**config.mk**
```make
export PLATFORM = sky130hd
export DESIGN_NAME = varispeed_loop_resampler
export DESIGN_NICKNAME = d
export VERILOG_FILES = /design/src/rtl/vlr_pkg.sv /design/src/rtl/vlr_front.sv /design/src/rtl/vlr_queue.sv /design/src/rtl/vlr_back.sv /design/src/rtl/varispeed_loop_resampler.sv
export SDC_FILE = /design/constraint.sdc
export NUM_CORES = 2
export LEC_CHECK = 0
export BUFFER_PORTS_ARGS = -buffer_cell sky130_fd_sc_hd__buf_2
export CAP_MARGIN = 40
export CORE_MARGIN = 5
export CORE_UTILIZATION = 45
export CTS_CLUSTER_DIAMETER = 120
export DETAILED_ROUTE_END_ITERATION = 10
export MAX_ROUTING_LAYER = met4
export SETUP_SLACK_MARGIN = 0.15
export SYNTH_ARGS = -nofsm -noshare
export SYNTH_HDL_FRONTEND = slang
export SYNTH_SLANG_ARGS = --single-unit
```
**constraint.sdc**
```tcl
create_clock -name clk_i -period 16.9 [get_ports clk_i]
set_clock_uncertainty 0.2 [all_clocks]
set_input_delay 3.38 -clock clk_i [delete_from_list [all_inputs] [get_ports clk_i]]
set_output_delay 3.38 -clock clk_i [all_outputs]
set_load 0.01 [all_outputs]
```
**src/rtl/vlr_pkg.sv**
```systemverilog
package vlr_pkg;

  localparam int SampleBitsDef   = 24;
  localparam int PositionBitsDef = 24;

  localparam int PhaseBits = 18;
  localparam int GainBits  = 17;
  localparam int FadeBits  = 16;
  localparam int ModeBits  = 2;
  localparam int CfgIdxBits = 3;
  localparam int CfgDataBits = 32;

  localparam logic [PhaseBits-1:0] Unity   = 18'd65536;
  localparam logic [PhaseBits-1:0] StepMin = 18'd32768;
  localparam logic [PhaseBits-1:0] StepMax = 18'd131072;
  localparam logic [GainBits-1:0]  GainUnity = 17'd65536;
  localparam int SeamShift = 3;

  typedef enum logic [ModeBits-1:0] {
    ModeNone  = 2'd0,
    ModeLoop  = 2'd1,
    ModeFaded = 2'd2,
    ModeDecay = 2'd3
  } loop_mode_e;

  typedef enum logic [CfgIdxBits-1:0] {
    RegSpeed    = 3'd0,
    RegMode     = 3'd1,
    RegLength   = 3'd2,
    RegFade     = 3'd3,
    RegDecay    = 3'd4,
    RegFloor    = 3'd5
  } reg_idx_e;

endpackage

```
**src/rtl/vlr_front.sv**
```systemverilog
// Front: holds configuration, accepts source frames, handles priming and
// loop position / pass gain bookkeeping, then issues one job to the queue.
module vlr_front #(
  parameter int SampleBits   = vlr_pkg::SampleBitsDef,
  parameter int PositionBits = vlr_pkg::PositionBitsDef,
  localparam int JobBits = 2*SampleBits + PositionBits + 2*vlr_pkg::PhaseBits
                         + vlr_pkg::GainBits + 2
) (
  input  logic                      clk_i,
  input  logic                      rst_ni,
  input  logic                      in_valid_i,
  output logic                      in_ready_o,
  input  logic [SampleBits-1:0]     in_sample_i,
  input  logic                      in_restart_i,
  input  logic                      cfg_valid_i,
  output logic                      cfg_ready_o,
  input  logic [vlr_pkg::CfgIdxBits-1:0]  cfg_index_i,
  input  logic [vlr_pkg::CfgDataBits-1:0] cfg_data_i,
  output logic [vlr_pkg::PhaseBits-1:0]   speed_o,
  output logic [vlr_pkg::ModeBits-1:0]    mode_o,
  output logic [PositionBits-1:0]         length_o,
  output logic [vlr_pkg::FadeBits-1:0]    fade_o,
  output logic                      job_valid_o,
  input  logic                      job_ready_i,
  output logic [JobBits-1:0]        job_o
);
  localparam int PB = vlr_pkg::PhaseBits;
  localparam int GB = vlr_pkg::GainBits;

  logic [PB-1:0] speed_q;
  logic [vlr_pkg::ModeBits-1:0] mode_q;
  logic [PositionBits-1:0] len_q;
  logic [vlr_pkg::FadeBits-1:0] fade_q;
  logic [GB-1:0] decay_q, floor_q;

  logic signed [SampleBits-1:0] cur_q, nxt_q;
  logic [PB-1:0] phase_q;
  logic [1:0] prime_q;
  logic [PositionBits-1:0] pos_q;
  logic [GB-1:0] gain_q;
  logic stop_q;

  // gain update is split off so the multiply product is registered before use
  logic busy_q, gupd_q;
  logic [GB+GB-1:0] gprod_q;

  assign cfg_ready_o = 1'b1;
  assign speed_o = speed_q;
  assign mode_o  = mode_q;
  assign length_o = len_q;
  assign fade_o  = fade_q;

  assign in_ready_o = !busy_q && !job_valid_o;
  wire in_fire = in_valid_i && in_ready_o;

  logic [1:0] prime_eff;
  logic [PositionBits-1:0] pos_inc;
  logic [GB+GB-1:0] gfull;
  logic [GB-1:0] gnew;
  always_comb begin
    prime_eff = in_restart_i ? 2'd0 : prime_q;
    pos_inc = pos_q + PositionBits'(1);
    gfull = gprod_q + (GB+GB)'(32768);
    gnew = (|gfull[GB+GB-1:16+GB]) ? {GB{1'b1}} : gfull[16+GB-1:16];
  end

  always_ff @(posedge clk_i or negedge rst_ni) begin
    if (!rst_ni) begin
      speed_q <= PB'(65536); mode_q <= vlr_pkg::ModeNone; len_q <= '0;
      fade_q <= 16'd480; decay_q <= 17'd52429; floor_q <= 17'd655;
      cur_q <= '0; nxt_q <= '0; phase_q <= '0; prime_q <= '0; pos_q <= '0;
      gain_q <= vlr_pkg::GainUnity; stop_q <= 1'b0;
      busy_q <= 1'b0; gupd_q <= 1'b0; job_valid_o <= 1'b0; gprod_q <= '0;
    end else begin
      if (cfg_valid_i) begin
        case (cfg_index_i)
          vlr_pkg::RegSpeed:  speed_q <= cfg_data_i[PB-1:0];
          vlr_pkg::RegMode:   mode_q  <= cfg_data_i[vlr_pkg::ModeBits-1:0];
          vlr_pkg::RegLength: len_q   <= cfg_data_i[PositionBits-1:0];
          vlr_pkg::RegFade:   fade_q  <= cfg_data_i[vlr_pkg::FadeBits-1:0];
          vlr_pkg::RegDecay:  decay_q <= cfg_data_i[GB-1:0];
          vlr_pkg::RegFloor:  floor_q <= cfg_data_i[GB-1:0];
          default: ;
        endcase
      end
      if (job_valid_o && job_ready_i) job_valid_o <= 1'b0;
      if (in_fire) begin
        if (in_restart_i) stop_q <= 1'b0;
        if (prime_eff == 2'd0) begin
          cur_q <= in_sample_i; prime_q <= 2'd1;
        end else if (prime_eff == 2'd1) begin
          nxt_q <= in_sample_i; phase_q <= '0; pos_q <= PositionBits'(2);
          gain_q <= vlr_pkg::GainUnity; prime_q <= 2'd2; job_valid_o <= 1'b1;
        end else begin
          phase_q <= (phase_q >= vlr_pkg::Unity) ? phase_q - vlr_pkg::Unity : '0;
          cur_q <= nxt_q; nxt_q <= in_sample_i;
          if (mode_q[1] && len_q != '0) begin
            if (pos_inc >= len_q) begin
              pos_q <= '0;
              if (mode_q == vlr_pkg::ModeDecay) begin
                gprod_q <= gain_q * decay_q;
                gupd_q <= 1'b1; busy_q <= 1'b1;
              end else job_valid_o <= 1'b1;
            end else begin
              pos_q <= pos_inc; job_valid_o <= 1'b1;
            end
          end else job_valid_o <= 1'b1;
        end
      end
      if (gupd_q) begin
        gupd_q <= 1'b0; busy_q <= 1'b0; job_valid_o <= 1'b1;
        if (gnew < floor_q) begin
          gain_q <= '0; stop_q <= 1'b1;
        end else gain_q <= gnew;
      end
      // phase after emission is taken from the final phase the front precomputed in the job
      if (job_valid_o && job_ready_i) phase_q <= job_o[JobBits-1 -: PB];
    end
  end

  // phase returned through the job: front precomputes final phase
  logic [PB-1:0] step, ph1, ph_end;
  always_comb begin
    step = (speed_q < vlr_pkg::StepMin) ? vlr_pkg::StepMin :
           (speed_q > vlr_pkg::StepMax) ? vlr_pkg::StepMax : speed_q;
    ph1 = phase_q + step;
    if (phase_q >= vlr_pkg::Unity) ph_end = phase_q;
    else if (ph1 >= vlr_pkg::Unity) ph_end = ph1;
    else ph_end = ph1 + step;
  end

  assign job_o = {ph_end, stop_q, gain_q, pos_q, phase_q, nxt_q, cur_q,
                  (phase_q < vlr_pkg::Unity)};
endmodule

```
**src/rtl/vlr_queue.sv**
```systemverilog
// Two-entry job queue between front and back.
module vlr_queue #(
  parameter int Width = 8
) (
  input  logic             clk_i,
  input  logic             rst_ni,
  input  logic             wr_valid_i,
  output logic             wr_ready_o,
  input  logic [Width-1:0] wr_data_i,
  output logic             rd_valid_o,
  input  logic             rd_ready_i,
  output logic [Width-1:0] rd_data_o
);
  logic [Width-1:0] mem_q [2];
  logic wp_q, rp_q;
  logic [1:0] cnt_q;

  assign wr_ready_o = cnt_q != 2'd2;
  assign rd_valid_o = cnt_q != 2'd0;
  assign rd_data_o  = mem_q[rp_q];
  wire wr = wr_valid_i && wr_ready_o;
  wire rd = rd_valid_o && rd_ready_i;

  always_ff @(posedge clk_i) if (wr) mem_q[wp_q] <= wr_data_i;

  always_ff @(posedge clk_i or negedge rst_ni) begin
    if (!rst_ni) begin
      wp_q <= 1'b0; rp_q <= 1'b0; cnt_q <= '0;
    end else begin
      if (wr) wp_q <= ~wp_q;
      if (rd) rp_q <= ~rp_q;
      cnt_q <= cnt_q + {1'b0, wr} - {1'b0, rd};
    end
  end
endmodule

```
**src/rtl/vlr_back.sv**
```systemverilog
// Back: per output, interpolate, apply seam or pass gain, saturate.
// The seam gain uses a restoring divider, one quotient bit per cycle.
module vlr_back #(
  parameter int SampleBits   = vlr_pkg::SampleBitsDef,
  parameter int PositionBits = vlr_pkg::PositionBitsDef,
  localparam int JobBits = 2*SampleBits + PositionBits + 2*vlr_pkg::PhaseBits
                         + vlr_pkg::GainBits + 2
) (
  input  logic                    clk_i,
  input  logic                    rst_ni,
  input  logic [vlr_pkg::PhaseBits-1:0] speed_i,
  input  logic [vlr_pkg::ModeBits-1:0]  mode_i,
  input  logic [PositionBits-1:0]       length_i,
  input  logic [vlr_pkg::FadeBits-1:0]  fade_i,
  input  logic                    job_valid_i,
  output logic                    job_ready_o,
  input  logic [JobBits-1:0]      job_i,
  output logic                    m_valid_o,
  input  logic                    m_ready_i,
  output logic [SampleBits-1:0]   m_sample_o,
  output logic                    m_stop_o,
  output logic                    m_last_o
);
  localparam int PB = vlr_pkg::PhaseBits;
  localparam int GB = vlr_pkg::GainBits;
  localparam int SB = SampleBits;
  localparam int NB = PositionBits + 16;   // dividend width
  localparam int CB = $clog2(NB + 1);

  typedef enum logic [2:0] {SIdle, SInterp, SDiv, SGain, SOut} state_e;
  state_e st_q;

  logic signed [SB-1:0] cur_q, nxt_q;
  logic [PB-1:0] ph_q, step_q;
  logic [PositionBits-1:0] pos_q;
  logic [GB-1:0] pgain_q, g_q;
  logic stop_q, more_q;
  logic signed [SB+PB+1:0] prod_q;
  logic signed [SB+1:0] v_q;
  logic [NB-1:0] rem_q, quo_q;
  logic [PositionBits:0] f_q;
  logic [CB-1:0] cnt_q;

  assign job_ready_o = (st_q == SIdle);

  // job fields
  logic [PB-1:0] j_phase;
  logic [PositionBits-1:0] j_pos;
  logic [GB-1:0] j_gain;
  logic j_stop, j_emit;
  logic signed [SB-1:0] j_cur, j_nxt;
  always_comb begin
    {j_stop, j_gain, j_pos, j_phase, j_nxt, j_cur, j_emit} = job_i[JobBits-PB-1:0];
  end

  // seam length and numerator
  logic [PositionBits+3:0] len8;
  logic [PositionBits:0] f_c, num_c;
  logic seam_on;
  always_comb begin
    len8 = {fade_i, 3'b000} > (PositionBits+4)'(length_i) ? '0 : '1;
    f_c = (len8 != '0) ? (PositionBits+1)'(fade_i)
                       : (PositionBits+1)'(length_i >> vlr_pkg::SeamShift);
    seam_on = (mode_i == vlr_pkg::ModeFaded) && (length_i != '0);
    if ((PositionBits+1)'(pos_q) < f_c) num_c = (PositionBits+1)'(pos_q);
    else if ((PositionBits+1)'(pos_q) > (PositionBits+1)'(length_i) - f_c)
      num_c = (pos_q >= length_i) ? '0 : (PositionBits+1)'(length_i - pos_q);
    else num_c = '1;   // marker for unity
  end

  logic signed [SB:0] diff;
  logic signed [SB+1:0] interp;
  logic signed [SB+PB+1:0] rnd;
  logic [NB:0] trial;
  logic signed [SB+GB+2:0] gprod, grnd;
  logic signed [SB+1:0] gv;
  logic signed [SB-1:0] sat;
  always_comb begin
    diff = (SB+1)'(nxt_q) - (SB+1)'(cur_q);
    rnd = prod_q + (SB+PB+2)'(32768);
    interp = (SB+2)'(cur_q) + (SB+2)'(rnd >>> 16);
    trial = {rem_q, quo_q[NB-1]} - (NB+1)'(f_q);
    gprod = (SB+GB+3)'(v_q) * $signed({1'b0, g_q});
    grnd = gprod + (SB+GB+3)'(32768);
    gv = (SB+2)'(grnd >>> 16);
    if (gv > $signed((SB+2)'({1'b0, {(SB-1){1'b1}}}))) sat = {1'b0, {(SB-1){1'b1}}};
    else if (gv < -$signed((SB+2)'({1'b1, {(SB-1){1'b0}}}))) sat = {1'b1, {(SB-1){1'b0}}};
    else sat = gv[SB-1:0];
  end

  logic [PB-1:0] step_c;
  always_comb
    step_c = (speed_i < vlr_pkg::StepMin) ? vlr_pkg::StepMin :
             (speed_i > vlr_pkg::StepMax) ? vlr_pkg::StepMax : speed_i;

  always_ff @(posedge clk_i or negedge rst_ni) begin
    if (!rst_ni) begin
      st_q <= SIdle; m_valid_o <= 1'b0; cnt_q <= '0; more_q <= 1'b0;
    end else begin
      if (m_valid_o && m_ready_i) m_valid_o <= 1'b0;
      case (st_q)
        SIdle: if (job_valid_i && j_emit) begin
          cur_q <= j_cur; nxt_q <= j_nxt; ph_q <= j_phase; pos_q <= j_pos;
          pgain_q <= j_gain; stop_q <= j_stop; step_q <= step_c;
          st_q <= SInterp;
        end
        SInterp: begin
          prod_q <= diff * $signed({1'b0, ph_q});
          st_q <= SDiv;
          cnt_q <= '0;
        end
        SDiv: begin
          if (cnt_q == '0) begin
            v_q <= interp;
            if (seam_on && f_c != '0 && num_c != '1) begin
              quo_q <= NB'({num_c, 16'd0}); rem_q <= '0; f_q <= f_c;
              cnt_q <= CB'(1);
            end else begin
              g_q <= (mode_i == vlr_pkg::ModeDecay && !seam_on) ? pgain_q
                                                               : vlr_pkg::GainUnity;
              st_q <= SGain;
            end
          end else begin
            if (!trial[NB]) rem_q <= trial[NB-1:0];
            else rem_q <= {rem_q[NB-2:0], quo_q[NB-1]};
            quo_q <= {quo_q[NB-2:0], !trial[NB]};
            if (cnt_q == CB'(NB)) st_q <= SGain;
            cnt_q <= cnt_q + CB'(1);
          end
        end
        SGain: begin
          if (cnt_q == CB'(NB+1)) g_q <= quo_q[GB-1:0];
          st_q <= SOut;
        end
        SOut: if (!m_valid_o || m_ready_i) begin
          m_sample_o <= sat; m_stop_o <= stop_q;
          m_valid_o <= 1'b1;
          more_q <= (ph_q + step_q) < vlr_pkg::Unity && !more_q;
          m_last_o <= !((ph_q + step_q) < vlr_pkg::Unity && !more_q);
          if ((ph_q + step_q) < vlr_pkg::Unity && !more_q) begin
            ph_q <= ph_q + step_q; st_q <= SInterp;
          end else begin
            more_q <= 1'b0; st_q <= SIdle;
          end
        end
        default: st_q <= SIdle;
      endcase
    end
  end
endmodule

```
**src/rtl/varispeed_loop_resampler.sv**
```systemverilog
// Path: front, two-entry job queue, back; each sample is interpolated, then
// given the faded seam gain from the divider (restoring, one bit a cycle)
// or the pass gain, and saturated. Throughput: the front takes no new frame
// while its job waits for the queue or a pass-gain update is busy; the back
// takes no job until it has sent the none, one or two samples of the last.
// Reset: asynchronous, active low; config returns to defaults, unprimed.
module varispeed_loop_resampler #(
  parameter int SampleBits   = vlr_pkg::SampleBitsDef,
  parameter int PositionBits = vlr_pkg::PositionBitsDef
) (
  input  logic clk_i,
  input  logic rst_ni,
  input  logic s_axis_tvalid,
  output logic s_axis_tready,
  input  logic [((SampleBits+7)/8)*8-1:0] s_axis_tdata,  // source_sample
  input  logic s_axis_tuser,                              // restart
  output logic m_axis_tvalid,
  input  logic m_axis_tready,
  output logic [((SampleBits+7)/8)*8-1:0] m_axis_tdata,  // out_sample
  output logic m_axis_tuser,                              // stop_request
  output logic m_axis_tlast,
  input  logic cfg_valid_i,
  output logic cfg_ready_o,
  input  logic [vlr_pkg::CfgIdxBits-1:0]  cfg_index_i,
  input  logic [vlr_pkg::CfgDataBits-1:0] cfg_data_i
);
  localparam int JobBits = 2*SampleBits + PositionBits + 2*vlr_pkg::PhaseBits
                         + vlr_pkg::GainBits + 2;
  localparam int TB = ((SampleBits+7)/8)*8;

  logic [vlr_pkg::PhaseBits-1:0] speed;
  logic [vlr_pkg::ModeBits-1:0] mode;
  logic [PositionBits-1:0] len;
  logic [vlr_pkg::FadeBits-1:0] fade;
  logic fv, fr, bv, br;
  logic [JobBits-1:0] fj, bj;
  logic [SampleBits-1:0] osamp;

  vlr_front #(.SampleBits(SampleBits), .PositionBits(PositionBits)) u_front (
    .clk_i, .rst_ni,
    .in_valid_i(s_axis_tvalid), .in_ready_o(s_axis_tready),
    .in_sample_i(s_axis_tdata[SampleBits-1:0]), .in_restart_i(s_axis_tuser),
    .cfg_valid_i, .cfg_ready_o, .cfg_index_i, .cfg_data_i,
    .speed_o(speed), .mode_o(mode), .length_o(len), .fade_o(fade),
    .job_valid_o(fv), .job_ready_i(fr), .job_o(fj));

  vlr_queue #(.Width(JobBits)) u_queue (
    .clk_i, .rst_ni, .wr_valid_i(fv), .wr_ready_o(fr), .wr_data_i(fj),
    .rd_valid_o(bv), .rd_ready_i(br), .rd_data_o(bj));

  vlr_back #(.SampleBits(SampleBits), .PositionBits(PositionBits)) u_back (
    .clk_i, .rst_ni, .speed_i(speed), .mode_i(mode), .length_i(len),
    .fade_i(fade), .job_valid_i(bv), .job_ready_o(br), .job_i(bj),
    .m_valid_o(m_axis_tvalid), .m_ready_i(m_axis_tready),
    .m_sample_o(osamp), .m_stop_o(m_axis_tuser), .m_last_o(m_axis_tlast));

  assign m_axis_tdata = TB'(osamp);
endmodule

```
-- Word level (Yosys, flattened, before mapping)
Memories as Yosys holds them, arrays and structs flattened.
Cells that the tools add are included.
- word-level logic and storage cells: 257
- input port bits: 65
- memories: 1
- output and inout port bits: 29
- register bits after elaboration: 598
- RAM bits: 254
- memory list (memory ; words ; bits a word ; rd ports ; clocked after memory_dff ; wr ports ; RTL line ; RTL):
    u_queue.mem_q ; 2 ; 127 ; 1 ; 0 ; 1 ; vlr_queue.sv:14 ; logic [Width-1:0] mem_q [2];
- $add $sub $neg: 16
- equal/unequal tests: 30
- bitwise operators: 4
- mux-type cells: 85
- magnitude comparators: 14
- reductions and logical operators: 64
- $mul: 3
- operator list (cell ; number):
    18-bit 2-to-1 mux ; 12
    40-bit 2-to-1 mux ; 5
    17-bit 2-to-1 mux ; 10
    24-bit 2-to-1 mux ; 6
    42-bit by 17-bit adder with 42-bit output (second input constant) ; 2
    25-bit 2-to-1 mux ; 3
    18-bit adder ; 3
    24-bit by 24-bit subtractor with 25-bit output ; 2
    24-bit greater-or-equal comparator ; 2
    25-bit by 19-bit multiplier with 42-bit output ; 1
    26-bit by 18-bit multiplier with 42-bit output ; 1
    41-bit by 25-bit subtractor with 41-bit output ; 1
    18-bit by 17-bit greater-or-equal comparator with 1-bit output (second input constant) ; 2
    18-bit by 17-bit < comparator with 1-bit output (second input constant) ; 2
    18-bit one-hot mux with 2 select lines ; 1
    34-bit by 16-bit adder with 34-bit output (second input constant) ; 1
    17-bit by 17-bit multiplier with 34-bit output ; 1
    17-bit one-hot mux with 2 select lines ; 1
    1-bit 2-to-1 mux ; 33
    28-bit 2-to-1 mux ; 1
    28-bit nonzero test ; 1
    24-bit by 26-bit adder with 26-bit output ; 1
    26-bit by 24-bit > comparator with 1-bit output (second input constant) ; 1
    26-bit by 24-bit < comparator with 1-bit output (second input constant) ; 1
    44 further kinds ; 122

-- Logic depth before layout (Yosys ltp)
- word-level depth: 13
- gate-level depth with buffers: 42
- mapped depth without buffers: 41

-- By module
From an unflattened synthesis, not the netlist that was laid out.
- cells, all modules: 8123
- area total of the unflattened synthesis: 82788.2 um^2
- by module, submodules not included (module ; times used ; area each (um^2) ; seq. area each (um^2) ; cells an instance):
    vlr_back ; 1 ; 50963.9 ; 9974.6 ; 5337
    vlr_front ; 1 ; 22392.7 ; 5681.7 ; 2374
    vlr_queue ; 1 ; 9431.5 ; 7727.4 ; 412

-- Worst setup path after synthesis
OpenSTA, ideal clock, no wires.
- path kind: flip-flop to flip-flop
- start: reg u_front.len_q[4] (netlist: u_front.length_o[4])
- end: reg u_back.quo_q[0], enable pin
- path slack: 6.154 ns
- period minus slack after synthesis: 10.746 ns
- data required time: 16.155 ns
- stages on the path, launching flop included: 35
- library setup time: 0.545 ns
- arrival time: 10.001 ns
- buffers on the path: 2
- cells stage by stage: dfrtp_1 clkbuf_1 inv_1 ha_1 a211oi_1 nor2_1 o311a_2 a21o_4 nand2_2 clkbuf_1 a21oi_1 fa_1 a21o_1 a21oi_1 o31a_1 o311ai_0 a311oi_2 o21bai_2 o211a_1 o21ai_0 nand2b_1 a21o_1 a21oi_1 xor2_1 ha_1 a21o_1 a21o_1 a21oi_1 nand2_1 nand2_1 a31oi_1 o21ai_0 a21o_2 a21o_1 a21oi_1
- word-level cells in the longest chain between the ends: 12
- elaborated cells between the ends (all ways): 20
- classes of those cells: add/sub: 2; order compare: 4; eq/ne: 2; mux: 5; reduce/logical: 7
- RTL lines (what ; RTL line ; RTL):
    from (decl) ; vlr_front.sv:32 ; logic [PositionBits-1:0] len_q;
    from (signal assigned) ; vlr_front.sv:79 ; vlr_pkg::RegLength: len_q <= cfg_data_i[PositionBits-1:0];
    19-bit by 24-bit > comparator with 1-bit output ; vlr_back.sv:61 ; len8 = {fade_i, 3'b000} > (PositionBits+4)'(length_i) ? '0 : '1;
    28-bit 2-to-1 mux ; vlr_back.sv:61 ;
    28-bit nonzero test ; vlr_back.sv:62 ; f_c = (len8 != '0) ? (PositionBits+1)'(fade_i)
    21-bit 2-to-1 mux ; vlr_back.sv:62 ;
    24-bit by 25-bit subtractor with 25-bit output ; vlr_back.sv:66 ; else if ((PositionBits+1)'(pos_q) > (PositionBits+1)'(length_i) - f_c)
    24-bit by 25-bit > comparator with 1-bit output ; vlr_back.sv:66 ;
    25-bit 2-to-1 mux ; vlr_back.sv:66 ;
    25-bit 2-to-1 mux ; vlr_back.sv:65 ; if ((PositionBits+1)'(pos_q) < f_c) num_c = (PositionBits+1)'(pos_q);
    25-bit inequality test ; vlr_back.sv:115 ; if (seam_on && f_c != '0 && num_c != '1) begin
    1-bit logical AND (*) ; vlr_back.sv:115 ;
    2-bit inequality test (no source line) (*) ; n/a ;
    3-bit AND reduction (no source line) (*) ; n/a ;
    to (signal assigned) ; vlr_back.sv:126 ; quo_q <= {quo_q[NB-2:0], !trial[NB]};
    to (decl) ; vlr_back.sv:40 ; logic [NB-1:0] rem_q, quo_q;
Mark *: on every way between the ends. The rest lies on a longest branch, timed or not.
A chain may end at the register's enable or synchronous reset.

-- Final worst setup path
- start: reg u_back.cur_q[1]
- end: reg u_back.prod_q[41] (data pin)
- word-level cells in the longest chain between the ends: 2
- RTL lines (what ; RTL line ; RTL):
    from (decl) ; vlr_back.sv:33 ; logic signed [SB-1:0] cur_q, nxt_q;
    from (signal assigned) ; vlr_back.sv:103 ; cur_q <= j_cur; nxt_q <= j_nxt; ph_q <= j_phase; pos_q <= j_pos;
    24-bit by 24-bit subtractor with 25-bit output ; vlr_back.sv:79 ; diff = (SB+1)'(nxt_q) - (SB+1)'(cur_q);
    25-bit by 19-bit multiplier with 42-bit output ; vlr_back.sv:108 ; prod_q <= diff * $signed({1'b0, ph_q});
    to (signal assigned) ; vlr_back.sv:108 ;
    to (decl) ; vlr_back.sv:38 ; logic signed [SB+PB+1:0] prod_q;
Every way passes these cells.

==> run_results.csv <==
group,metric,value,unit
synth,synthCells,7904,
floorplanning,die_area,186000,sq um
synth,synth-main-ff-cell,"edfxtp_1",
floorplanning,die_w,431,um
sta,worst_slack,5.90,ns
sta,finalMaxSlewViolations,0,
worst_setup_path,slowest_stage,"fa_1",
worst_setup_path,cp.required,17.16,ns
worst_setup_path,worstSetupStartpointType,"register",
synth,syn_area,79700,sq um
floorplanning,coreArea,176000,sq um
finish,layout_commonest_cell,"inv_1",
sta,period_needed,11.00,ns
floorplanning,die_h,431,um
cts,clockBufferDepth,3,
drt,ant_nets,0,
cts,cts_tree,"done",
sta,rsz0062_at_grt,"no",
cts,cts_resized,0,
cts,clk_pin_slew,0.06,ns
worst_setup_path,crit_path_frequent_cell,"fa_1",
cts,clk_latency,0.78,ns
outcome,status,"completed",
worst_setup_path,cp_max_fo,18,
place,place_hpwl,153000,um
synth,yosys_warnings,0,
finish,layout.nets,9670,
cts,cts-hold-fix-buffers,0,
synth,yosys_register_bits,782,
job,drv_cap,0,
drt,wl,198000,um
place,io_buffers,84,
cts,postCtsSetupBuffers,0,
sta,slew_headroom,39.8,%
cts,cts_root_buffer,"clkbuf_16",
hold_path,hold_class,"register to register",
cts,cts_num_sinks,782,
global_route,antenna_found_initial,1,
worst_setup_path,worstPathArrival,11.26,ns
drt,vias,54700,
finish,drive_above_1_share,7.80,%
drt,viasPerCell,5.28,
synth,synth-seq-area-share,28.0,%
synth,synth_cell_type_count,108,
finish,mostFrequentLayoutCells,"1375 x inv_1, 1126 x nand2_1, 1080 x fa_1, 600 x ha_1, 541 x edfxtp_1",
cts,h-tree-depth,3,
floorplanning,start_util,45.2,%
place,place_ws,5.95,ns
finish,final_util,49.0,%
sta,fin_crit_sh,65.1,%
finish,syn_to_final_growth,8.43,%
drt,drt_iter0_markers,3312,
global_route,grt_overflow_total,0,
sta,hold_violations,0,
floorplanning,rows,154,
synth,async_flop_share,30.8,%
synth,syn_area_per_cell,10.1,sq um
drt,routedWlPerCell,19.2,um
cts,numCtsBuffers,91,
worst_setup_path,slowest_delay,0.57,ns
global_route,grt_pass1_wl,320000,um
worst_setup_path,endpoint_kind,"register",
global_route,grt_pass1_vias,57800,
synth,synth-edff-count,541,
place,gp_congestion,0.876,
sta,tightest_slew,0.903,ns
sta,fin_setup_tns,0,ns
global_route,track_usage,22.4,%
floorplanning,ios,94,
drt,drtPass1Iterations,7,
global_route,grt_max_degree,91,
worst_setup_path,crit_type,"register to register",
drt,route.detailed.drc,0,
sta,finalSetupViolCount,0,
sta,max_freq,90.9,MHz
path summary, 6_finish.rpt:
path	startpoint	endpoint	slack, ns	cells after the start
max reg2reg	u_back.cur_q[1]	u_back.prod_q[41]	5.90	39
min in group asynchronous	rst_ni	u_front.speed_o[14]	2.47	1
max in group asynchronous	rst_ni	u_front.floor_q[9]	12.15	4
max	u_back.cur_q[1]	u_back.prod_q[41]	5.90	39
min reg2reg	u_back.stop_q	u_back.m_stop_o	0.23	0
min	u_back.stop_q	u_back.m_stop_o	0.23	0
critical path: cells and delay by family, from the launching register on:
| kind | cells | cell delay, ns |
|---|---|---|
| flops | 1 | 0.44 |
| buf+inv | 6 | 0.61 |
| compound gates | 19 | 4.96 |
| fa+ha+maj | 8 | 3.62 |
| xor+xnor | 2 | 0.22 |
| simple gates | 4 | 0.66 |
state kept, by name, indices dropped and copies added (netlist names), 26 cells and up, named ones only:
signal         count
u_back.v_q        26
u_queue.mem_q    218
u_back.rem_q      40
u_back.quo_q      40
u_back.prod_q     27
cell families (layout without fill, tap and decap cells):
family                     Yosys count  after routing  share of synthesized area (%)
and+or+nand+nor                   2383           2383                           14.3
DFF                                782            782                           28.0
other                                2             17                        0.00943
muxes                              218            218                           2.99
xor gates and xnor gates           304            304                           3.34
AOI/OAI and AO/OA                  857            857                           6.81
buffers and inverters             1673           1758                           7.92
adders and majority gates         1685           1685                           36.6
synth_stat cells, types with 15 or more instances:
| master | n | share of area (%) |
|---|---|---|
| a21oi_1 | 223 | 1.4 |
| fa_1 | 1080 | 27 |
| a211oi_1 | 30 | 0.28 |
| nand4_1 | 61 | 0.48 |
| o211ai_1 | 15 | 0.14 |
| dfstp_2 | 21 | 0.69 |
| a31oi_1 | 24 | 0.19 |
| or3_1 | 33 | 0.26 |
| nand3_1 | 106 | 0.67 |
| ha_1 | 600 | 9.4 |
| nand2_1 | 1127 | 5.3 |
| and4_1 | 15 | 0.16 |
| nand2b_1 | 36 | 0.28 |
| mux2i_1 | 57 | 0.72 |
| nor2_1 | 250 | 1.2 |
| o21ai_0 | 239 | 1.5 |
| nor4_1 | 18 | 0.14 |
| nor2b_1 | 59 | 0.46 |
| edfxtp_1 | 541 | 20 |
| dfrtp_1 | 220 | 6.9 |
| and3_1 | 49 | 0.38 |
| o21a_1 | 33 | 0.31 |
| mux2_2 | 161 | 2.3 |
| a21boi_0 | 21 | 0.20 |
| clkbuf_1 | 275 | 1.3 |
| and2_1 | 495 | 3.9 |
| nor3_1 | 79 | 0.50 |
| xor2_1 | 92 | 1.0 |
| o21ai_1 | 31 | 0.19 |
| a21o_1 | 85 | 0.80 |
| o21bai_1 | 25 | 0.24 |
| xnor2_1 | 212 | 2.3 |
| inv_1 | 1375 | 6.5 |
per-layer routing:
layer | part of all wire (%) | wire length [um] | global-route usage (%) | vias up
li1 | - | - | - | 25300
met1 | 43 | 85100 | 29.1 | 27700
met2 | 49 | 97300 | 37.3 | 1308
met3 | 4.7 | 9300 | 2.64 | 297
met4 | 3.3 | 6480 | 6.77 | 0
met5 | 0 | 0 | - | -
per-stage QoR:
stage / instances / hold slack [ns] / area (sq um)
finish: 10300 / 0.226 / 86400
global route: 10300 / 0.244 / 86400
CTS: 10300 / 0.229 / 86400
detailed placement: 10200 / 0.216 / 83200
global placement: 10200 / 0.205 / 82900
floorplan: 7918 / 0.200 / 79700
layout make-up:
type	instances	area, sq um
multi-input combinational	5463	51200
tap	2340	2930
timing repair buffer	210	1570
antenna	1	2.50
sequential	782	22300
clock buffer	122	2530
fill	16200	89700
inverter	1377	5170
clock inverter	49	643
Power is not shown: default switching activity piles up to over one toggle a cycle in this logic, so the estimate is an artifact.
